==> config.mk <==
export PLATFORM = sky130hd
export DESIGN_NAME = gccl_corner_gen
export DESIGN_NICKNAME = d
export VERILOG_FILES = /design/src/design/gccl_pkg.sv /design/src/design/gccl_corner_gen.sv
export SDC_FILE = /design/constraint.sdc
export NUM_CORES = 1
export LEC_CHECK = 0
export ABC_AREA = 1
export BUFFER_PORTS_ARGS = -buffer_cell sky130_fd_sc_hd__buf_4
export CORE_ASPECT_RATIO = 1.2
export CORE_MARGIN = 2
export CORE_UTILIZATION = 42
export DETAILED_ROUTE_END_ITERATION = 12
export MAX_ROUTING_LAYER = met4
export PLACE_DENSITY = 0.65
export SLEW_MARGIN = 20
export SYNTH_ARGS = -nofsm -noshare
export SYNTH_HDL_FRONTEND = slang
export SYNTH_SLANG_ARGS = --single-unit
==> constraint.sdc <==
create_clock -name clock -period 8.67 [get_ports clock]
set_clock_uncertainty 0.2 [all_clocks]
set_input_delay 1.734 -clock clock [delete_from_list [all_inputs] [get_ports clock]]
set_output_delay 1.734 -clock clock [all_outputs]
set_load 0.05 [all_outputs]
==> src/design/gccl_pkg.sv <==
package gccl_pkg;

   // Default build-time sizes.
   localparam int unsigned DEF_AXES       = 2;
   localparam int unsigned DEF_COUNT_BITS = 12;

   // Fixed field widths.
   localparam int unsigned COORD_W  = 32;
   localparam int unsigned PERIOD_W = 31;
   localparam int unsigned COUNT_W  = 13;
   localparam int unsigned ID_W     = 24;
   localparam int unsigned CELL_W   = 12;
   localparam int unsigned CORNER_W = 2;
   localparam int unsigned CSR_IDX_W = 3;

   // Smallest usable grid point count on any axis.
   localparam int unsigned MIN_COUNT = 2;

   // Register values after reset.
   localparam logic [COORD_W-1:0]  RST_LOWER  = '0;
   localparam logic [PERIOD_W-1:0] RST_PERIOD = 31'd65536;
   localparam logic [COUNT_W-1:0]  RST_COUNT  = 13'd2;

   typedef enum logic [CSR_IDX_W-1:0] {
      CSR_LOWER_X  = 3'd0,
      CSR_LOWER_Y  = 3'd1,
      CSR_PERIOD_X = 3'd2,
      CSR_PERIOD_Y = 3'd3,
      CSR_COUNT_X  = 3'd4,
      CSR_COUNT_Y  = 3'd5
   } csr_index_type;

   // Grid description of one axis as the locator sees it.
   typedef struct packed {
      logic [COORD_W-1:0]  lower;
      logic [PERIOD_W-1:0] period;
      logic [COUNT_W-1:0]  count;
   } axis_cfg_type;

   // Count clamped to the range 2 .. 2**bits.
   function automatic logic [16:0] eff_count(input logic [COUNT_W-1:0] count,
                                             input logic [4:0] bits);
      logic [16:0] cap;
      logic [16:0] result;
      cap = 17'(1) << bits;
      if (count < COUNT_W'(MIN_COUNT)) begin
         result = 17'(MIN_COUNT);
      end else if (17'(count) > cap) begin
         result = cap;
      end else begin
         result = 17'(count);
      end
      return result;
   endfunction

endpackage

==> src/design/gccl_corner_gen.sv <==
module gccl_corner_gen #(
   parameter int unsigned AXES       = gccl_pkg::DEF_AXES,
   parameter int unsigned COUNT_BITS = gccl_pkg::DEF_COUNT_BITS
) (
   input  logic                              clock,
   input  logic                              reset,
   input  logic                              in_valid,
   input  logic [COUNT_BITS-1:0]             index_x,
   input  logic [COUNT_BITS-1:0]             index_y,
   input  logic [gccl_pkg::COUNT_W-1:0]      count_y,
   output logic                              rsp_valid,
   output logic [gccl_pkg::ID_W-1:0]         rsp_corner_id,
   output logic [gccl_pkg::CORNER_W-1:0]     rsp_corner_number,
   output logic [gccl_pkg::CELL_W-1:0]       rsp_cell_x,
   output logic [gccl_pkg::CELL_W-1:0]       rsp_cell_y,
   output logic                              rsp_last_corner
);

   localparam int unsigned QB       = COUNT_BITS;
   localparam int unsigned BW       = 2 * QB + 1;
   localparam int unsigned IDW      = 2 * QB + 2;
   localparam int unsigned NCORNERS = 1 << AXES;
   localparam logic [gccl_pkg::CORNER_W-1:0] LAST_CORNER = gccl_pkg::CORNER_W'(NCORNERS - 1);

   // Multiply stage: row base of the cell and the stride along x.
   logic          m_valid_ff;
   logic [BW-1:0] m_base_ff, m_base_in;
   logic [QB:0]   m_stride_ff, m_stride_in;
   logic [QB-1:0] m_ix_ff, m_iy_ff;

   // Corner sequencer. The data in the multiply stage holds until the next item,
   // which cannot arrive before the last corner of this one has gone out.
   logic                          active_ff, active_in;
   logic [gccl_pkg::CORNER_W-1:0] cnt_ff, cnt_in;
   logic [gccl_pkg::CORNER_W-1:0] cur;
   logic                          emit;
   logic                          x_add, y_add;
   logic [IDW-1:0]                id_full;

   logic                              rsp_valid_ff;
   logic [gccl_pkg::ID_W-1:0]         rsp_id_ff;
   logic [gccl_pkg::CORNER_W-1:0]     rsp_num_ff;
   logic [gccl_pkg::CELL_W-1:0]       rsp_cx_ff, rsp_cy_ff;
   logic                              rsp_last_ff;

   always_comb begin
      m_stride_in = (AXES > 1) ? (QB+1)'(gccl_pkg::eff_count(count_y, 5'(QB))) : (QB+1)'(1);
      m_base_in   = index_x * m_stride_in;
   end

   always_comb begin
      emit  = m_valid_ff || active_ff;
      cur   = m_valid_ff ? '0 : cnt_ff;
      x_add = (AXES > 1) ? cur[1] : cur[0];
      y_add = (AXES > 1) ? cur[0] : 1'b0;
      id_full = IDW'(m_base_ff)
              + (x_add ? IDW'(m_stride_ff) : '0)
              + ((AXES > 1) ? IDW'(m_iy_ff) : '0)
              + IDW'(y_add);
      active_in = emit && (cur != LAST_CORNER);
      cnt_in    = active_in ? cur + gccl_pkg::CORNER_W'(1) : '0;
   end

   always_ff @(posedge clock) begin
      if (reset) begin
         m_valid_ff   <= 1'b0;
         active_ff    <= 1'b0;
         cnt_ff       <= '0;
         rsp_valid_ff <= 1'b0;
      end else begin
         m_valid_ff   <= in_valid;
         active_ff    <= active_in;
         cnt_ff       <= cnt_in;
         rsp_valid_ff <= emit;
      end
   end

   always_ff @(posedge clock) begin
      if (in_valid) begin
         m_base_ff   <= m_base_in;
         m_stride_ff <= m_stride_in;
         m_ix_ff     <= index_x;
         m_iy_ff     <= index_y;
      end
      rsp_id_ff   <= gccl_pkg::ID_W'(id_full);
      rsp_num_ff  <= cur;
      rsp_cx_ff   <= gccl_pkg::CELL_W'(m_ix_ff);
      rsp_cy_ff   <= (AXES > 1) ? gccl_pkg::CELL_W'(m_iy_ff) : '0;
      rsp_last_ff <= (cur == LAST_CORNER);
   end

   assign rsp_valid         = rsp_valid_ff;
   assign rsp_corner_id     = rsp_id_ff;
   assign rsp_corner_number = rsp_num_ff;
   assign rsp_cell_x        = rsp_cx_ff;
   assign rsp_cell_y        = rsp_cy_ff;
   assign rsp_last_corner   = rsp_last_ff;

endmodule

# == Yosys cells after proc, flatten, opt, wreduce, memory -nomap -nowiden ==
# Index checks and enable logic that the tools add are counted.
# word_totals
register_bits,117
output_inout_bits,52
# classes
n_addsub,4
n_lt_le_gt_ge,2
n_reduce_logical,3
multipliers,1
eq_ne,2
muxes,4
bitwise_logic,1
# op_table
operator,count
2-to-1 mux 13 bit,3
adder 24 x 1 -> 24 bit,1
adder 24 x 12 -> 24 bit,1
adder 24 x 13 -> 24 bit,1
multiplier 12 x 13 -> 24 bit,1
greater-than comparator 13 bit (second input constant),1
< comparator 13 x 2 -> 1 bit (second input constant),1
adder 2 x 1 -> 2 bit (second input constant),1
equality test 2 bit (second input constant),1
2-to-1 mux 2 bit,1
!= test 2 bit (second input constant),1
OR reduction 2 bit,1
logical AND 1 bit,1
logical OR 1 bit,1
NOT 1 bit,1

# == Depth between registers and ports, before layout ==
# logic_depth
word_depth,5
ltp_mapped,30
ltp_nobuf,29

# == Worst setup path before layout ==
# No wires, ideal clock.
# synth_timing
kind,input -> register
from,input count_y[2] (netlist bit)
to,"register m_base_ff[21], data pin"
t_arrival_ns,6.297
path_buffers,1
cell_stages,27
setup_time_ns,0.253
slack_ns,1.920
required_ns,8.217
path_cell_list,nor2_1 > nand3_1 > nor2_1 > nand2_1 > nand2_2 > inv_2 > nor2_2 > buf_6 > nand2_1 > fa_1 > inv_1 > fa_1 > inv_1 > fa_1 > inv_1 > fa_1 > inv_1 > fa_1 > inv_1 > ha_1 > nand2_1 > nor2_1 > inv_1 > nor2_1 > nand3_1 > nand4_1 > nand2_1
# synth_via
elab_chain_len,4
word_cells_on_any_way,5
cone_classes,mul (1); order compare (2); mux (2)
# synth_rtl
element,line_no,rtl
start: declaration,gccl_corner_gen.sv:10,"input logic [gccl_pkg::COUNT_W-1:0] count_y,"
greater-than comparator 13 bit,gccl_pkg.sv:48,end else if (17'(count) > cap) begin
2-to-1 mux 13 bit,gccl_pkg.sv:48,
2-to-1 mux 13 bit *,gccl_pkg.sv:46,if (count < COUNT_W'(MIN_COUNT)) begin
named net m_stride_in[10],gccl_corner_gen.sv:28,"logic [QB:0] m_stride_ff, m_stride_in;"
multiplier 12 x 13 -> 24 bit *,gccl_corner_gen.sv:48,m_base_in = index_x * m_stride_in;
named net m_base_in[21],gccl_corner_gen.sv:27,"logic [BW-1:0] m_base_ff, m_base_in;"
end signal: assignment,gccl_corner_gen.sv:80,m_base_ff <= m_base_in;
end: declaration,gccl_corner_gen.sv:27,
# The timed path passes the listed nets; every way through them passes the cells marked *.
# A chain may end at the register's enable or synchronous reset.

# == Worst setup path after layout ==
# layout_timing
from,input count_y[2] (netlist bit)
to,"register m_base_ff[22], data pin"
# layout_via
elab_chain_len,4
word_cells_on_any_way,5
cone_classes,mul (1); order compare (2); mux (2)
# layout_rtl
element,line_no
greater-than comparator 13 bit,gccl_pkg.sv:48
2-to-1 mux 13 bit,gccl_pkg.sv:48
2-to-1 mux 13 bit *,gccl_pkg.sv:46
multiplier 12 x 13 -> 24 bit *,gccl_corner_gen.sv:48
named net m_base_in[22],gccl_corner_gen.sv:27
# Marked as above.

==> run_results.csv <==
group,metric,value,unit
layout,n_antenna_cell,0,
grt,antenna_found_initial,0,
yosys,synth.cell_area,10100,um2
detailed_routing,wl_per_cell,14.4,um
yosys,synth_largest_area_cell,"fa_1",
sta,hold_viol,0,
clocking,cts_setup_buffers,0,
layout,finish.utilization,0.491,
clocking,htree_levels,4,
run_status,status,"completed",
detailed_routing,wirelength,23.7,mm
setup_path,arrival,7.40,ns
grt,grt_pass1_vias,7988,
placement,gp_congestion,0.917,
detailed_routing,drc,0,
power_and_ir_drop,total_power,3.16,mW
setup_path,critPathSlowestCell,"fa_1",
setup_path,cp_num_buf_inv,8,
power_and_ir_drop,ir_worst_vdd,0.000142,V
yosys,async_reset_ff_frac,0,
detailed_routing,vias_per_cell,4.71,
yosys,synthCells,1221,
grt,grt_overflow,0,
sta,worst_slew_pin_slew,0.899,ns
yosys,synth_cell_types,29,
die,ios,92,
clocking,cts_tree,"done",
layout,final_layout_size_suffix_gt1_frac,0.0982,
placement,place_hpwl,19.2,mm
clocking,clk_pin_slew,0.05,ns
sta,setup_violations,0,
yosys,synth_seq_cells,117,
yosys,synth_nets,1459,
sta,relSlewSlack,0.400,
sta,post-route-period-util,0.856,
setup_path,critical_path_class,"input port to flop",
die,core,23800,um2
sta,setup_slack,1.25,ns
sta,max_freq,0.135,GHz
layout,regArea,2950,um2
power_and_ir_drop,clockPowerShare,0.233,
yosys,synth_edf_count,61,
min_path,hp-class,"flop to flop",
job,maxCapViolCount,0,
yosys,yosys_warnings,0,
die,rows,62,
placement,portBuffers,91,
die,start_util,0.424,
setup_path,start_kind,"input port",
layout,fillers,2349,
grt,grtUsageTotal,0.207,
setup_path,cp-end-kind,"flop",
sta,rsz0062_at_grt,"no",
placement,post-place-ws,0.790,ns
detailed_routing,num_vias,7748,
clocking,cts_resized,0,
clocking,cts_hold_buf,0,
power_and_ir_drop,switchingPower,1.39,mW
layout,nets,1550,
die,die_area,25300,um2
die,die_h,174,um
power_and_ir_drop,combPwrFrac,0.510,
clocking,cts_buffers,17,
sta,layout_min_cycle_time,7.42,ns
yosys,netlist.area_leader.share,0.242,
die,fp.dieW,146,um
yosys,synth_commonest_cells,"nand2_1 (342), inv_1 (305), fa_1 (122)",
sta,tns,0,ns
sta,maxSlewViolCount,0,
power_and_ir_drop,p_int,1.77,mW
detailed_routing,drt_iter0_markers,381,
clocking,clock-sinks,117,
power_and_ir_drop,p_per_area,270,nW/um2
power_and_ir_drop,seq_power_share,0.257,
clocking,cts-root-buf,"clkbuf_16",
yosys,synthMostInstantiatedCell,"nand2_1",
setup_path,critPathMaxStageDelay,0.57,ns
power_and_ir_drop,sw_frac_of_total,0.439,
power_and_ir_drop,power_leakage,6.28,nW
detailed_routing,ant_nets,0,
clocking,cts.path.max_buffers,2,
clocking,worstSkewPairLatency,0.43,ns
grt,grt_pass1_wl,39.5,mm
yosys,synth_area_leaders,"fa_1 (24%), edfxtp_1 (18%), nand2_1 (13%)",
setup_path,crit_family,"adder cells",
detailed_routing,first_pass_iters,6,
setup_path,crit_fanout,12,
layout,multi_input_area,5870,um2
yosys,synth_ff_type,"edfxtp_1",
layout,areaGrowthSynthToFinish,15.8,%
grt,grt_max_degree,63,
setup_path,crit_top_cell,"inv_1",
yosys,yosysSeqAreaShare,0.293,
yosys,avgSynthCellArea,8.27,um2
setup_path,cp.required,8.65,ns
==> stage by stage <==
step | hold WS, ns | instances | area, um2
after floorplan | 0.123 | 1221 | 10100
after global placement | 0.125 | 1613 | 11100
after detailed placement | 0.127 | 1613 | 11100
after CTS | 0.140 | 1644 | 11700
after global routing | 0.142 | 1644 | 11700
final | 0.139 | 1644 | 11700
==> final cells by class <==
cell class / count / share of cell area
Multi-Input combinational cell: 774 / 0.502
Sequential cell: 117 / 0.253
Inverter: 311 / 0.0999
Timing Repair Buffer: 91 / 0.0584
Clock buffer: 23 / 0.0427
Tap cell: 320 / 0.0342
Clock inverter: 8 / 0.0103
==> power by group through the flow <==
| stage | combinational (mW) | clock, mW | sequential, mW |
|---|---|---|---|
| 2_1_floorplan | 0.950 | 0 | 1.03 |
| 3_3_place_gp | 1.61 | 0 | 0.823 |
| 3_5_place_dp | 1.61 | 0 | 0.824 |
| 4_1_cts | 1.63 | 0.755 | 0.813 |
| 5_1_grt | 1.82 | 0.776 | 0.828 |
| 6_report | 1.61 | 0.738 | 0.812 |
==> kinds of logic after synthesis <==
family / count (synthesis) / synth area share
fa+ha+maj: 198 / 0.336
compound gates: 34 / 0.0171
buf+inv: 330 / 0.126
simple gates: 515 / 0.205
xor+xnor: 27 / 0.0234
flops: 117 / 0.293
==> worst paths after layout <==
path | from | endpoint | slack, ns | depth (start not counted)
worst min-delay path | m_ix_ff[0] | rsp_cell_x[0] | 0.14 | 0
worst min register to register | m_ix_ff[0] | rsp_cell_x[0] | 0.14 | 0
worst max register to register | m_valid_ff | rsp_corner_id[20] | 5.37 | 17
worst max-delay path | count_y[2] | m_base_ff[22] | 1.25 | 27
==> per-layer routing <==
| layer | global-route usage | part of all wire | vias up |
|---|---|---|---|
| li1 | - | - | 3782 |
| met1 | 0.237 | 0.41 | 3719 |
| met2 | 0.363 | 0.52 | 192 |
| met3 | 0.0279 | 0.046 | 55 |
| met4 | 0.0895 | 0.033 | 0 |
| met5 | - | 0 | - |
==> registers in the layout, summed over array words and instances (netlist names) <==
| signal | flops |
|---|---|
| m_iy_ff | 12 |
| cnt_ff | 2 |
| rsp_valid | 1 |
| rsp_cell_x | 12 |
| m_base_ff | 24 |
| rsp_cell_y | 12 |
| rsp_last_corner | 1 |
| m_valid_ff | 1 |
| rsp_corner_id | 24 |
| m_stride_ff | 13 |
| m_ix_ff | 12 |
| active_ff | 1 |
| rsp_corner_number | 2 |
==> cell usage in the layout, fill, tap and decap left out, types with 2 or more instances in the layout <==
cell and instances:
dfxtp_1 56, a21oi_1 29, clkinv_1 5, o21ai_0 4, and2_1 2, or2_2 2
nand3_1 41, bufinv_16 3, nand3b_1 6, nor2_1 103, buf_4 91, clkbuf_1 2
ha_1 76, clkbuf_16 18, xnor2_1 7, clkinv_2 3, nand2_1 342, xor2_1 20
inv_1 305, clkinvlp_4 2, edfxtp_1 61, nand4_1 5, nor2_2 3, clkbuf_8 3
fa_1 122, nand2_2 2, nor3_1 7
Note: power is estimated with default switching activity, not from simulation.
