<file path="src/design/gccl_pkg.sv">
package gccl_pkg;

   // Default build-time sizes.
   localparam int unsigned DEF_AXES       = 2;
   localparam int unsigned DEF_COUNT_BITS = 12;

   // Fixed field widths.
   localparam int unsigned COORD_W  = 32;
   localparam int unsigned PERIOD_W = 31;
   localparam int unsigned COUNT_W  = 13;
   localparam int unsigned ID_W     = 24;
   localparam int unsigned CELL_W   = 12;
   localparam int unsigned CORNER_W = 2;
   localparam int unsigned CSR_IDX_W = 3;

   // Smallest usable grid point count on any axis.
   localparam int unsigned MIN_COUNT = 2;

   // Register values after reset.
   localparam logic [COORD_W-1:0]  RST_LOWER  = '0;
   localparam logic [PERIOD_W-1:0] RST_PERIOD = 31'd65536;
   localparam logic [COUNT_W-1:0]  RST_COUNT  = 13'd2;

   typedef enum logic [CSR_IDX_W-1:0] {
      CSR_LOWER_X  = 3'd0,
      CSR_LOWER_Y  = 3'd1,
      CSR_PERIOD_X = 3'd2,
      CSR_PERIOD_Y = 3'd3,
      CSR_COUNT_X  = 3'd4,
      CSR_COUNT_Y  = 3'd5
   } csr_index_type;

   // Grid description of one axis as the locator sees it.
   typedef struct packed {
      logic [COORD_W-1:0]  lower;
      logic [PERIOD_W-1:0] period;
      logic [COUNT_W-1:0]  count;
   } axis_cfg_type;

   // Count clamped to the range 2 .. 2**bits.
   function automatic logic [16:0] eff_count(input logic [COUNT_W-1:0] count,
                                             input logic [4:0] bits);
      logic [16:0] cap;
      logic [16:0] result;
      cap = 17'(1) << bits;
      if (count < COUNT_W'(MIN_COUNT)) begin
         result = 17'(MIN_COUNT);
      end else if (17'(count) > cap) begin
         result = cap;
      end else begin
         result = 17'(count);
      end
      return result;
   endfunction

endpackage

</file>
<file path="src/design/gccl_axis_locate.sv">
module gccl_axis_locate #(
   parameter int unsigned COUNT_BITS = gccl_pkg::DEF_COUNT_BITS
) (
   input  logic                   clock,
   input  logic                   reset,
   input  logic                   in_valid,
   input  logic [31:0]            coord,
   input  gccl_pkg::axis_cfg_type cfg,
   output logic                   out_valid,
   output logic [COUNT_BITS-1:0]  out_index
);

   localparam int unsigned QB  = COUNT_BITS;
   localparam int unsigned TW  = QB + gccl_pkg::PERIOD_W;
   localparam int unsigned WW  = QB + 32;

   logic [gccl_pkg::PERIOD_W-1:0] per_eff;
   logic [QB:0]                   n_eff;
   logic [QB-1:0]                 nm2;

   // Stage 1: offset from the lower bound and the saturation threshold.
   logic        s1_valid_ff;
   logic [32:0] s1_diff_ff, s1_diff_in;
   logic [TW-1:0] s1_thr_ff, s1_thr_in;

   // Divider pipeline: element 0 is the compare stage, then one quotient bit per stage.
   logic [QB:0]    div_valid_ff, div_valid_in;
   logic [31:0]    div_rem_ff [0:QB];
   logic [31:0]    div_rem_in [0:QB];
   logic [QB-1:0]  div_quo_ff [0:QB];
   logic [QB-1:0]  div_quo_in [0:QB];
   logic [QB:0]    div_over_ff, div_over_in;

   logic          out_valid_ff;
   logic [QB-1:0] out_index_ff, out_index_in;

   logic          nonpos;
   logic [WW-1:0] trial;

   always_comb begin
      per_eff = (cfg.period == '0) ? gccl_pkg::PERIOD_W'(1) : cfg.period;
      n_eff   = (QB+1)'(gccl_pkg::eff_count(cfg.count, 5'(QB)));
      nm2     = QB'(n_eff - (QB+1)'(gccl_pkg::MIN_COUNT));
      s1_diff_in = {coord[31], coord} - {cfg.lower[31], cfg.lower};
      s1_thr_in  = nm2 * per_eff;
   end

   always_comb begin
      nonpos = s1_diff_ff[32] || (s1_diff_ff == '0);
      div_valid_in[0] = s1_valid_ff;
      // A point at or below the lower bound divides zero and lands on index 0.
      div_rem_in[0]   = nonpos ? '0 : s1_diff_ff[31:0];
      div_quo_in[0]   = '0;
      div_over_in[0]  = !nonpos && (WW'(s1_diff_ff[31:0]) >= WW'(s1_thr_ff));
      trial = '0;
      for (int s = 0; s < QB; s++) begin
         trial = WW'(per_eff) << (QB - 1 - s);
         div_valid_in[s+1] = div_valid_ff[s];
         div_over_in[s+1]  = div_over_ff[s];
         div_quo_in[s+1]   = div_quo_ff[s];
         if (WW'(div_rem_ff[s]) >= trial) begin
            div_rem_in[s+1] = div_rem_ff[s] - trial[31:0];
            div_quo_in[s+1][QB-1-s] = 1'b1;
         end else begin
            div_rem_in[s+1] = div_rem_ff[s];
         end
      end
      out_index_in = div_over_ff[QB] ? nm2 : div_quo_ff[QB];
   end

   always_ff @(posedge clock) begin
      if (reset) begin
         s1_valid_ff  <= 1'b0;
         div_valid_ff <= '0;
         out_valid_ff <= 1'b0;
      end else begin
         s1_valid_ff  <= in_valid;
         div_valid_ff <= div_valid_in;
         out_valid_ff <= div_valid_ff[QB];
      end
   end

   always_ff @(posedge clock) begin
      s1_diff_ff   <= s1_diff_in;
      s1_thr_ff    <= s1_thr_in;
      div_rem_ff   <= div_rem_in;
      div_quo_ff   <= div_quo_in;
      div_over_ff  <= div_over_in;
      out_index_ff <= out_index_in;
   end

   assign out_valid = out_valid_ff;
   assign out_index = out_index_ff;

endmodule

</file>
<file path="config.mk">
export PLATFORM = sky130hd
export DESIGN_NAME = gccl_axis_locate
export DESIGN_NICKNAME = d
export VERILOG_FILES = /design/src/design/gccl_pkg.sv /design/src/design/gccl_axis_locate.sv
export SDC_FILE = /design/constraint.sdc
export NUM_CORES = 2
export LEC_CHECK = 0
export ABC_AREA = 1
export BUFFER_PORTS_ARGS = -buffer_cell sky130_fd_sc_hd__clkbuf_2
export CORE_ASPECT_RATIO = 1.2
export CORE_MARGIN = 4
export CORE_UTILIZATION = 50
export DETAILED_ROUTE_END_ITERATION = 16
export GPL_TIMING_DRIVEN = 0
export MAX_ROUTING_LAYER = met4
export PLACE_DENSITY = 0.76
export SETUP_SLACK_MARGIN = 0.4
export SLEW_MARGIN = 5
export SYNTH_ARGS = -nofsm -noshare
export SYNTH_HDL_FRONTEND = slang
export SYNTH_SLANG_ARGS = --single-unit
</file>
<file path="constraint.sdc">
create_clock -name clock -period 6.56 [get_ports clock]
set_input_delay 0.656 -clock clock [delete_from_list [all_inputs] [get_ports clock]]
set_output_delay 0.656 -clock clock [all_outputs]
set_load 0.02 [all_outputs]
</file>
; Yosys cells after proc, flatten, opt, wreduce, memory -nomap -nowiden
; Cells that the tools add are included.
[classes]
n_mul = 1
order_cmp = 15
add_sub_neg = 13
reduce_logical = 5
n_mux = 16
[ops]
columns = cell, count
row1 = $mux 32, 11
row2 = $sub 32x32->32, 11
row3 = $ge 32x43->1, 1
row4 = $mul 12x31->43, 1
row5 = $ge 32x42->1, 1
row6 = $ge 32x41->1, 1
row7 = $ge 32x40->1, 1
row8 = $ge 32x39->1, 1
row9 = $ge 32x38->1, 1
row10 = $ge 32x37->1, 1
row11 = $ge 32x36->1, 1
row12 = $mux 12, 3
row13 = $ge 32x35->1, 1
row14 = $ge 32x34->1, 1
row15 = $ge 32x33->1, 1
row16 = $logic_not 33->1, 1
row17 = $sub 32x32->33, 1
row18 = $ge 32x31->1, 1
row19 = $ge 32x32->1, 1
row20 = $logic_not 31->1, 1
row21 = $mux 31, 1
row22 = $gt 13x13->1 const B, 1
row23 = $lt 13x2->1 const B, 1
row24 = $sub 12x2->12 const B, 1
row25 = other kinds (4), 4
[word_totals]
input_bits = 111
register_bits = 578
wordCells = 92

; Longest topological paths before layout
[logic_depth]
ltp_word = 5
mapped_depth = 37

; Least setup slack after synthesis
; No wires, ideal clock.
[synth_timing]
path_type = input -> register
startpoint = input port cfg[5] (netlist name)
endpoint = register s1_thr_ff[40]
path_slack_ns = 0.117
n_path_buf = 2
path_stages = 29
t_required_ns = 6.439
setup_time_ns = 0.121
t_arrival_ns = 6.322
path_cell_list = nor2_1 > nand2_1 > nor2_2 > nand2_2 > nand2_4 > nand2_2 > clkbuf_1 > ha_1 > nand2_1 > nor2_2 > nand3_2 > nand2_2 > buf_6 > nor2_1 > fa_1 > fa_1 > fa_1 > fa_1 > inv_1 > fa_1 > inv_1 > ha_1 > a21o_1 > or2_2 > a21oi_1 > nand3_1 > nand2_1 > nand2_1 > xor2_1
[synth_via]
elab_chain_len = 5
word_cells_on_any_way = 6
cone_classes = add/sub: 1 / mul: 1 / order compare: 2 / mux: 2
[synth_rtl]
columns = item, line_no
row1 = start: declaration, gccl_axis_locate.sv:8  ; input gccl_pkg::axis_cfg_type cfg,
row2 = $gt 13x13->1, gccl_pkg.sv:48  ; end else if (17'(count) > cap) begin
row3 = $mux 12, gccl_pkg.sv:48
row4 = $mux 12 (*), gccl_pkg.sv:46  ; if (count < COUNT_W'(MIN_COUNT)) begin
row5 = $sub 12x2->12 (*), gccl_axis_locate.sv:43  ; nm2 = QB'(n_eff - (QB+1)'(gccl_pkg::MIN_COUNT));
row6 = $mul 12x31->43 (*), gccl_axis_locate.sv:45  ; s1_thr_in = nm2 * per_eff;
row7 = via s1_thr_in[40], gccl_axis_locate.sv:24  ; logic [TW-1:0] s1_thr_ff, s1_thr_in;
row8 = end signal: assignment, gccl_axis_locate.sv:85  ; s1_thr_ff <= s1_thr_in;
row9 = end: declaration, gccl_axis_locate.sv:24
; The timed path passes the listed nets; every way through them passes the cells marked *.
; A chain may end at the register's enable or synchronous reset.

; Worst setup path in the final report
[layout_timing]
startpoint = input port cfg[9] (netlist name)
endpoint = register s1_thr_ff[34]
; Same word-level chain as after synthesis.

==> impl_results.md <==
- Vias/cell: roughly 5.6
- Warnings, synthesis: 0
- Element type at the critical path start: input port
- Cell depth of the worst hold path: 3
- Dominant cell type by count on the critical path: fa_1
- Combined global-route utilization of all metal layers: between 30% and 40%
- Initial cell density of the core: about half
- Setup CP Type: input port to register
- Total congestion overflow: 0
- Area delta synth->final: 12.6%
- Dominant cell type by area after synthesis: dfxtp_1
- Highest cell delay on the worst timing path: between 0.5 and 0.6 ns
- Worst-case headroom to the max-slew limit: a little under an eighth
- Bufs and invs on worst path: 7
- Layout cell share with drive strength beyond 1: under 10%
- TritonCTS clock tree: yes
- Post-synthesis xor/xnor area fraction: between 4 and 5%
- Yosys reg bits: around 580
- DRT Wirelength: 179 mm
- RD Place Congestion: slightly above 1
- Pwr per Cell Area: 550 nW/um2
- Number of distinct library cells after synthesis: 56
- CP top delay family: adder cells
- Antenna violations before repair: 3
- Nets: 8261
- Total Die Area: around 100000 um2
- Highest-delay cell along the critical path: fa_1
- Final worst clock skew: roughly 0.079 ns
- Fraction of met1 tracks used by global routing: 38.9%
- Arr. time, crit path: 6.71 ns
- EDFF count, synth: 0
- Chip Width: slightly below 300 um
- Num ports: around 120
- First-pass GRT wire length: approximately 270 mm
- FF-to-FF End: div_rem_ff[203]
- Clock latency on the worst-skew pair: roughly 0.70 ns
- Clock Tree Buf Depth: 3
- Number of remaining DRC errors: 0
- Hold Crit Start: in_valid
- Length of the first detailed-routing pass in iterations: 6
- Simple-gate area share of the yosys netlist: about 29%
- Met2 routing resource usage after global routing: around 55%
- Net count of the mapped netlist: 8015
- Least-Margin Pin Slew: 1.33 ns
- Worst hold slack: between 0.1 and 0.15 ns
- Setup repair after global routing missed its margin: yes
- Final worst path period share: between 90% and 100%
- Die Height: roughly 350 um
- Gate Count Post-Synth: 7139
- Global-route track usage on met3: a little over 5%
- Post-synthesis instance area: 49900 um2
- Sink Count: ~580
- Synthesized area per cell: 6.98 um2
- Run status: finished, final reports clean
- Dominant register cell in the synthesized netlist: dfxtp_1
- Top Usage Layer GRT: met2
- Vias in the first global route: roughly 48000
- Top cell type's share of synthesized area: about 23%
- Fraction of registers with async set/reset: 0%
- Reg2reg path depth: 11
- Proportion of synthesized area in mux cells: 0%
- Clock Tree Root: clkbuf_16
- Half-perimeter wire length after detailed placement: roughly 140 mm
- Num CTS Buffers: 60
- Share of the synthesized area in compound gates (AO/OA/AOI/OAI): between 10% and 20%
- Maximum level of the CTS H-tree: 2
- Most common cell after layout, fill and taps aside: nand2_1
- Final hold violations: 0
- Slack of the worst reg-to-reg path: 3.79 ns
- Total setup violations reported at the end of the flow: 0
- Via count of the routed design: between 40000 and 50000
- Final Power: approximately 30 mW
- First DRT Iteration DRCs: 3605
- Largest net degree at the start of global routing: 21
- Routed length per placed instance: 20.5 um
- Leakage power: approximately 28 nW
- Number of port buffers: ~120
- Max Transition Viols Final: 0
- Adder-cell share of the synthesized area: approximately a quarter
- Crit end category: register
- End of the worst hold path: s1_valid_ff
- Std-Cell Core Area: roughly 99000 um2
- Commonest cells after routing, fill and taps aside: nand2_1, inv_1, nor2_1, dfxtp_1, a21oi_1
- Data required time at the worst endpoint: 7.14 ns
- Cells taking the most area after synthesis: dfxtp_1, nand2_1, fa_1
- Startpoint of the most critical register-to-register path: div_rem_ff[241]
- MaxCap Viol Count: 0
- IR Drop Worst-Case VDD: between 1000 and 1500 uV
- Largest family of logic cells by synthesized area: simple AND/OR/NAND/NOR gates
- Max Clock Freq: about 0.16 GHz
- Count of hold-fix buffers inserted at cts: 0
- Sequential area share after synthesis: a little under a quarter
- Site row count: between 100 and 150
- Min Clock Period, post-route: between 6 and 7 ns
- Min-delay worst type: input port to register
- Largest driver fanout on the critical path: 10
- Clock-pin slew on the worst setup and hold paths: roughly 0.070 ns
- Number of routed nets with antenna violations: 0
## state kept, by name, indices dropped and copies added, names as in the netlist
name / flops
s1_diff_ff: 33
out_valid: 1
out_index: 12
s1_thr_ff: 43
div_over_ff: 13
div_quo_ff: 78
div_valid_ff: 13
s1_valid_ff: 1
div_rem_ff: 384
## worst max-delay path by stage
stage          cells after the start  slack [ns]  startpoint       endpoint
6_report                          28        0.44      cfg[9]  s1_thr_ff[34]
5_1_grt                           32        0.28      cfg[9]  s1_thr_ff[31]
4_1_cts                           33        0.38      cfg[4]  s1_thr_ff[31]
3_5_place_dp                      23       -1.78     cfg[35]  s1_thr_ff[29]
3_3_place_gp                      25       -2.88     cfg[35]  s1_thr_ff[29]
2_1_floorplan                     31        0.40      cfg[5]  s1_thr_ff[40]
## cell families after synthesis
| kind of cell | after synthesis |
|---|---|
| buffers and inverters | 1196 |
| DFF | 578 |
| and+or+nand+nor | 3400 |
| xor gates and xnor gates | 239 |
| AOI/OAI and AO/OA | 961 |
| adders and majority gates | 765 |
## what timing repair did
| item | in CTS | in global routing |
|---|---|---|
| gates cloned | 0 | 2 |
| pin swaps | 31 | 128 |
| gates resized for setup | 127 | 209 |
| setup buffers | 15 | 44 |
| endpoints found under the setup margin | 36 | 30 |
## layout make-up
| cell class | count | area [um2] |
|---|---|---|
| fillers | 9458 | 42500 |
| multi-input cells | 5365 | 34800 |
| flip-flops and latches | 578 | 11600 |
| inverters | 1060 | 4010 |
| clock buffers | 71 | 1600 |
| well taps | 1280 | 1600 |
| repair buffers | 184 | 1170 |
| plain buffers | 136 | 892 |
| clock inverters | 40 | 507 |
| diodes | 9 | 22.5 |
## worst register-to-register path, delay by kind of cell, from the launching register on
kind,cells,cell delay [ns]
adders and majority gates,1,0.35
buffers and inverters,1,0.35
DFF,1,0.32
and+or+nand+nor,9,1.61
## through the flow
step | std cells | TNS (ns) | cell area (um2) | setup slack, ns | util, %
2_1_floorplan | 7139 | 0 | 49900 | 0.401 | -
3_3_place_gp | 8540 | -93.17 | 52200 | -2.88 | 52.8
3_5_place_dp | 8542 | -52.92 | 52200 | -1.78 | 52.9
4_1_cts | 8668 | 0 | 54900 | 0.382 | 55.6
5_1_grt | 8717 | 0 | 56100 | 0.281 | 56.9
6_report | 8723 | 0 | 56100 | 0.437 | 56.9
## routing by layer
layer	routed length [um]	share of wire (%)	up-vias
li1	-	-	23500
met1	67600	38	22900
met2	82900	46	2023
met3	13200	7.4	678
met4	15000	8.4	0
met5	0	0	-
## synth_stat cells (6+ instances only)
master	count
o21ai_2	15
or2_2	9
nor3_1	113
inv_2	7
a21boi_0	7
nand3b_1	35
and2_1	9
buf_2	34
nand2_2	9
inv_1	1053
dfxtp_1	578
a21o_1	37
nand4_1	169
nand2_1	1896
buf_6	18
o21a_1	17
xnor2_1	63
ha_1	463
o21ai_1	27
o211ai_1	6
xor2_1	176
nor4_1	44
o21ai_0	327
o21bai_1	40
nor2_1	654
clkbuf_1	65
nand3_1	420
a21oi_1	469
nand3_2	12
buf_4	14
fa_1	302
## where the power goes
part / leakage, nW / internal [mW] / total (mW) / switching, mW
clock network: 1.01 / 2.02 / 3.60 / 1.58
logic: 22.5 / 8.41 / 22.1 / 13.7
registers: 4.81 / 4.54 / 5.17 / 0.624
total: 28.3 / 15.0 / 30.9 / 15.9
(Power assumes the default switching activity.)
